--- src/rtl/core/fts_pkg.sv ---
// Shared constants, widths and helper functions for the field-oriented-control transform core.
package fts_pkg;

   localparam int AngleWidth  = 16;
   localparam int DataWidth   = 16;
   localparam int CountWidth  = 16;
   localparam int SectorWidth = 3;

   localparam logic [CountWidth-1:0] PeriodReset = 16'd4096;

   localparam logic signed [17:0] SinB      = 18'sd20861;
   localparam logic signed [17:0] SinC      = 18'sd6640;
   localparam logic signed [17:0] SinP      = 18'sd3686;
   localparam logic signed [18:0] InvSqrt3  = 19'sd37837;
   localparam logic signed [18:0] Sqrt3Half = 19'sd56756;
   localparam logic signed [17:0] PiQ12     = 18'sd12868;
   localparam logic signed [17:0] TwoPiQ12  = 18'sd25736;
   localparam logic signed [17:0] HalfPiQ12 = 18'sd6434;

   localparam logic [SectorWidth-1:0] Sector1 = 3'd1;
   localparam logic [SectorWidth-1:0] Sector2 = 3'd2;
   localparam logic [SectorWidth-1:0] Sector3 = 3'd3;
   localparam logic [SectorWidth-1:0] Sector4 = 3'd4;
   localparam logic [SectorWidth-1:0] Sector5 = 3'd5;
   localparam logic [SectorWidth-1:0] Sector6 = 3'd6;

   // Round a 64-bit value by 2^n, half away from zero.
   function automatic logic signed [63:0] rnd64(input logic signed [63:0] v, input int n);
      logic [63:0] m;
      m = v[63] ? (64'd0 - v) : v;
      m = (m + (64'd1 << (n - 1))) >> n;
      return v[63] ? -$signed(m) : $signed(m);
   endfunction

   function automatic logic signed [DataWidth-1:0] sat16(input logic signed [63:0] v);
      if (v > 64'sd32767) return 16'sh7fff;
      if (v < -64'sd32768) return 16'sh8000;
      return v[DataWidth-1:0];
   endfunction

endpackage

--- src/rtl/core/fts_sine.sv ---
// Four-stage pipelined parabolic sine with one refinement step.
module fts_sine (
   input  logic                    clock,
   input  logic                    enable,
   input  logic signed [17:0]      angle,
   output logic signed [17:0]      sine
);
   import fts_pkg::*;

   logic signed [17:0] mag;
   logic signed [31:0] pb_ff, pb_in, a2_ff, a2_in;
   logic signed [47:0] raw;
   logic signed [17:0] s_ff, s_in, s2_ff, t_ff, t_in, sine_ff, sine_in;
   logic signed [35:0] ss;
   logic signed [31:0] pt;

   always_comb begin
      mag     = angle[17] ? -angle : angle;
      pb_in   = 32'(SinB) * 32'(angle);
      a2_in   = 32'(angle) * 32'(mag);
      raw     = (48'(pb_ff) <<< 12) - 48'(SinC) * 48'(a2_ff);
      s_in    = 18'(rnd64(64'(raw), 24));
      ss      = 36'(s_ff) * 36'(s_ff[17] ? -s_ff : s_ff);
      t_in    = 18'(rnd64(64'(ss), 14)) - s_ff;
      pt      = 32'(SinP) * 32'(t_ff);
      sine_in = s2_ff + 18'(rnd64(64'(pt), 14));
   end

   always_ff @(posedge clock) begin
      if (enable) begin
         pb_ff   <= pb_in;
         a2_ff   <= a2_in;
         s_ff    <= s_in;
         s2_ff   <= s_ff;
         t_ff    <= t_in;
         sine_ff <= sine_in;
      end
   end

   assign sine = sine_ff;

endmodule

--- config.mk ---
export PLATFORM = sky130hd
export DESIGN_NAME = fts_sine
export DESIGN_NICKNAME = d
export VERILOG_FILES = /design/src/rtl/core/fts_pkg.sv /design/src/rtl/core/fts_sine.sv
export SDC_FILE = /design/constraint.sdc
export NUM_CORES = 2
export LEC_CHECK = 0
export ABC_AREA = 1
export ABC_CLOCK_PERIOD_IN_PS = 19700
export BUFFER_PORTS_ARGS = -buffer_cell sky130_fd_sc_hd__buf_4
export CAP_MARGIN = 10
export CORE_MARGIN = 2
export CORE_UTILIZATION = 48
export CTS_CLUSTER_DIAMETER = 40
export CTS_CLUSTER_SIZE = 10
export DETAILED_ROUTE_END_ITERATION = 10
export PLACE_DENSITY = 0.72
export SETUP_SLACK_MARGIN = 0.05
export SLEW_MARGIN = 0
export SYNTH_ARGS = -nofsm -noshare
export SYNTH_HDL_FRONTEND = slang
export SYNTH_SLANG_ARGS = --single-unit
--- constraint.sdc ---
create_clock -name clock -period 19.7 [get_ports clock]
set_clock_uncertainty 0.15 [all_clocks]
set_input_delay 3.94 -clock clock [delete_from_list [all_inputs] [get_ports clock]]
set_output_delay 3.94 -clock clock [all_outputs]
set_load 0.02 [all_outputs]
==> flow_summary_export.csv <==
group,metric,value,unit
sta,fmax,70.2,MHz
sta,rsz0062_at_grt,"no",
logic_synthesis,synth_cells,6720,
logic_synthesis,synth_cell_type_count,69,
route,vias_per_cell,5.09,
sta,holdWs,479,ps
route,ant_nets,0,
clocking,numCtsBuffers,17,
floorplanning,start_util,48.3,%
clocking,post_cts_resized,0,
placed_design,hpwl,119,mm
cells_and_area,fill_cells,10900,
worst_hold_path,hold_path_class,"register to register",
sta,worst_slack,5460,ps
global_routing,gr-usage-all-layers,24.5,%
global_routing,antenna_found_initial,0,
critical_path,crit_fanout,39,
placed_design,preCtsSetupSlack,5700,ps
floorplanning,core,114000,um^2
sta,relSlewSlack,20.2,%
route,drt_iter0_markers,2750,
logic_synthesis,synth_ff_type,"edfxtp_1",
floorplanning,die_area,117000,um^2
run_status,status,"finished, final reports clean",
sta,max_slew.worst_pin.slew,1200,ps
placed_design,io_buffers,37,
route,vias,42700,
logic_synthesis,synth_top_area_cell,"fa_1",
logic_synthesis,synth_area,55000,um^2
sta,slew_violations,0,
run,max_cap_violations,0,
sta,hold_viol,0,
critical_path,cp.arrival,14330,ps
logic_synthesis,synthArstFlopShare,0,%
sta,period_share,72.3,%
logic_synthesis,synth_seq_area_share,7.37,%
clocking,post_cts_buffers,0,
critical_path,crit_required,19790,ps
cells_and_area,fin_nets,8530,
clocking,cts_root_buffer,"clkbuf_16",
clocking,insertion_delay,480,ps
floorplanning,rows,124,
logic_synthesis,post_synth.cell_area_avg,8.19,um^2
sta,period_needed,14240,ps
logic_synthesis,netlist_top_cells_count,"inv_1 (1719), nand2_1 (1143), fa_1 (1038)",
clocking,cts.clk_slew.worst_paths,70,ps
floorplanning,die_h,343,um
route,first_pass_iters,5,
critical_path,start_kind,"register",
placed_design,gp_congestion,0.966,
logic_synthesis,synth_seq_cells,135,
clocking,cts.sinks,135,
cells_and_area,area_growth_syn_to_layout,5.70,%
clocking,cts.hold.buffers_added,0,
route,drt_wl_total,138,mm
critical_path,max_stage_delay,930,ps
logic_synthesis,synth_top_area_share,37.8,%
floorplanning,dieWidth,343,um
sta,tns,0,ps
global_routing,grt-ovfl-total,0,
cells_and_area,drive_gt1_share,3.78,%
critical_path,setup.worst_path.class,"register to register",
clocking,clk_path_buf_depth,2,
global_routing,grt_max_degree,70,
cells_and_area,instances_no_fill,8392,
logic_synthesis,yosysMostFrequentCell,"inv_1",
route,wl_per_cell,16.5,um
critical_path,endpoint_kind,"register",
logic_synthesis,ys_top_cells_by_area,"fa_1 (38%), ha_1 (14%), inv_1 (12%)",
clocking,htree_levels,4,
global_routing,grt_pass1_vias,44800,
global_routing,grt_pass1_wl,229,mm
logic_synthesis,synth_edf_count,135,
sta,setup_violations,0,
clocking,cts_tree,"built",
critical_path,slowest_stage,"a21oi_1",
route,drc,0,
placed_design,dpl.cell_count,8359,
logic_synthesis,yosysWarningCount,0,
floorplanning,io_pins,38,
## metal layers
metal	track usage, %	wire (um)
met4	7.34	4220
met3	2.65	7740
met2	42.3	66900
met1	32.5	59200
met5	0	0
## placed cells by master (no fill, tap or decap), types with 61 or more instances in the layout
| master | count |
|---|---|
| a21oi_1 | 246 |
| xor2_1 | 212 |
| buf_4 | 61 |
| edfxtp_1 | 135 |
| conb_1 | 170 |
| nor2_1 | 577 |
| xnor2_1 | 113 |
| nand3_1 | 245 |
| o21ai_0 | 119 |
| nand4_1 | 84 |
| nand2_1 | 1143 |
| ha_1 | 606 |
| inv_1 | 1719 |
| fa_1 | 1038 |
## final timing paths
kind                      from            endpoint  slack, ps  depth (start not counted)
max reg2reg  s_ff[0]$_DFFE_PP_  t_ff[17]$_DFFE_PP_       5460                         57
min          s_ff[1]$_DFFE_PP_  s2_ff[1]$_DFFE_PP_        480                          0
max          s_ff[0]$_DFFE_PP_  t_ff[17]$_DFFE_PP_       5460                         57
min reg2reg  s_ff[1]$_DFFE_PP_  s2_ff[1]$_DFFE_PP_        480                          0
## logic make-up after synthesis
family                   Yosys count  share of synthesized area [%]
AO/OA/AOI/OAI                    508                           5.38
adder cells (fa/ha/maj)         1644                           51.5
buffers and inverters           1862                           12.8
other                              2                         0.0136
AND/OR/NAND/NOR                 2232                           17.3
flip-flops                       135                           7.37
multiplexers                       1                         0.0205
XOR/XNOR                         336                           5.54
## sequential cells by signal, summed over array words and instances, names as in the netlist
register  flops
pb_ff        32
a2_ff        31
s2_ff        18
s_ff         18
sine         18
t_ff         18
## critical path, delay by kind of cell, from the launching register on
family,cells,cell delay (ps)
and+or+nand+nor,23,2930
adders and majority gates,10,4320
AOI/OAI and AO/OA,9,2640
DFF,1,880
xor gates and xnor gates,4,630
buffers and inverters,11,2380
## layout make-up
type | instances | area (um^2) | area share [%]
timing repair buffer | 62 | 469 | 0.807
clock inverter | 15 | 168 | 0.288
multi-input combinational | 4891 | 44600 | 76.6
tap | 1512 | 1890 | 3.25
antenna | 1 | 2.50 | 0.00430
clock buffer | 17 | 425 | 0.731
sequential | 135 | 4050 | 6.97
inverter | 1759 | 6600 | 11.4
## through the flow
stage                     area, um^2  utilization, %
after global placement         57600            50.5
after detailed placement       57600            50.5
after floorplan                55700               -
final                          58200            51.0
after global routing           58200            51.0
after CTS                      58200            51.0
Power is not shown: default switching activity piles up to over one toggle a cycle in this logic, so the estimate is an artifact.
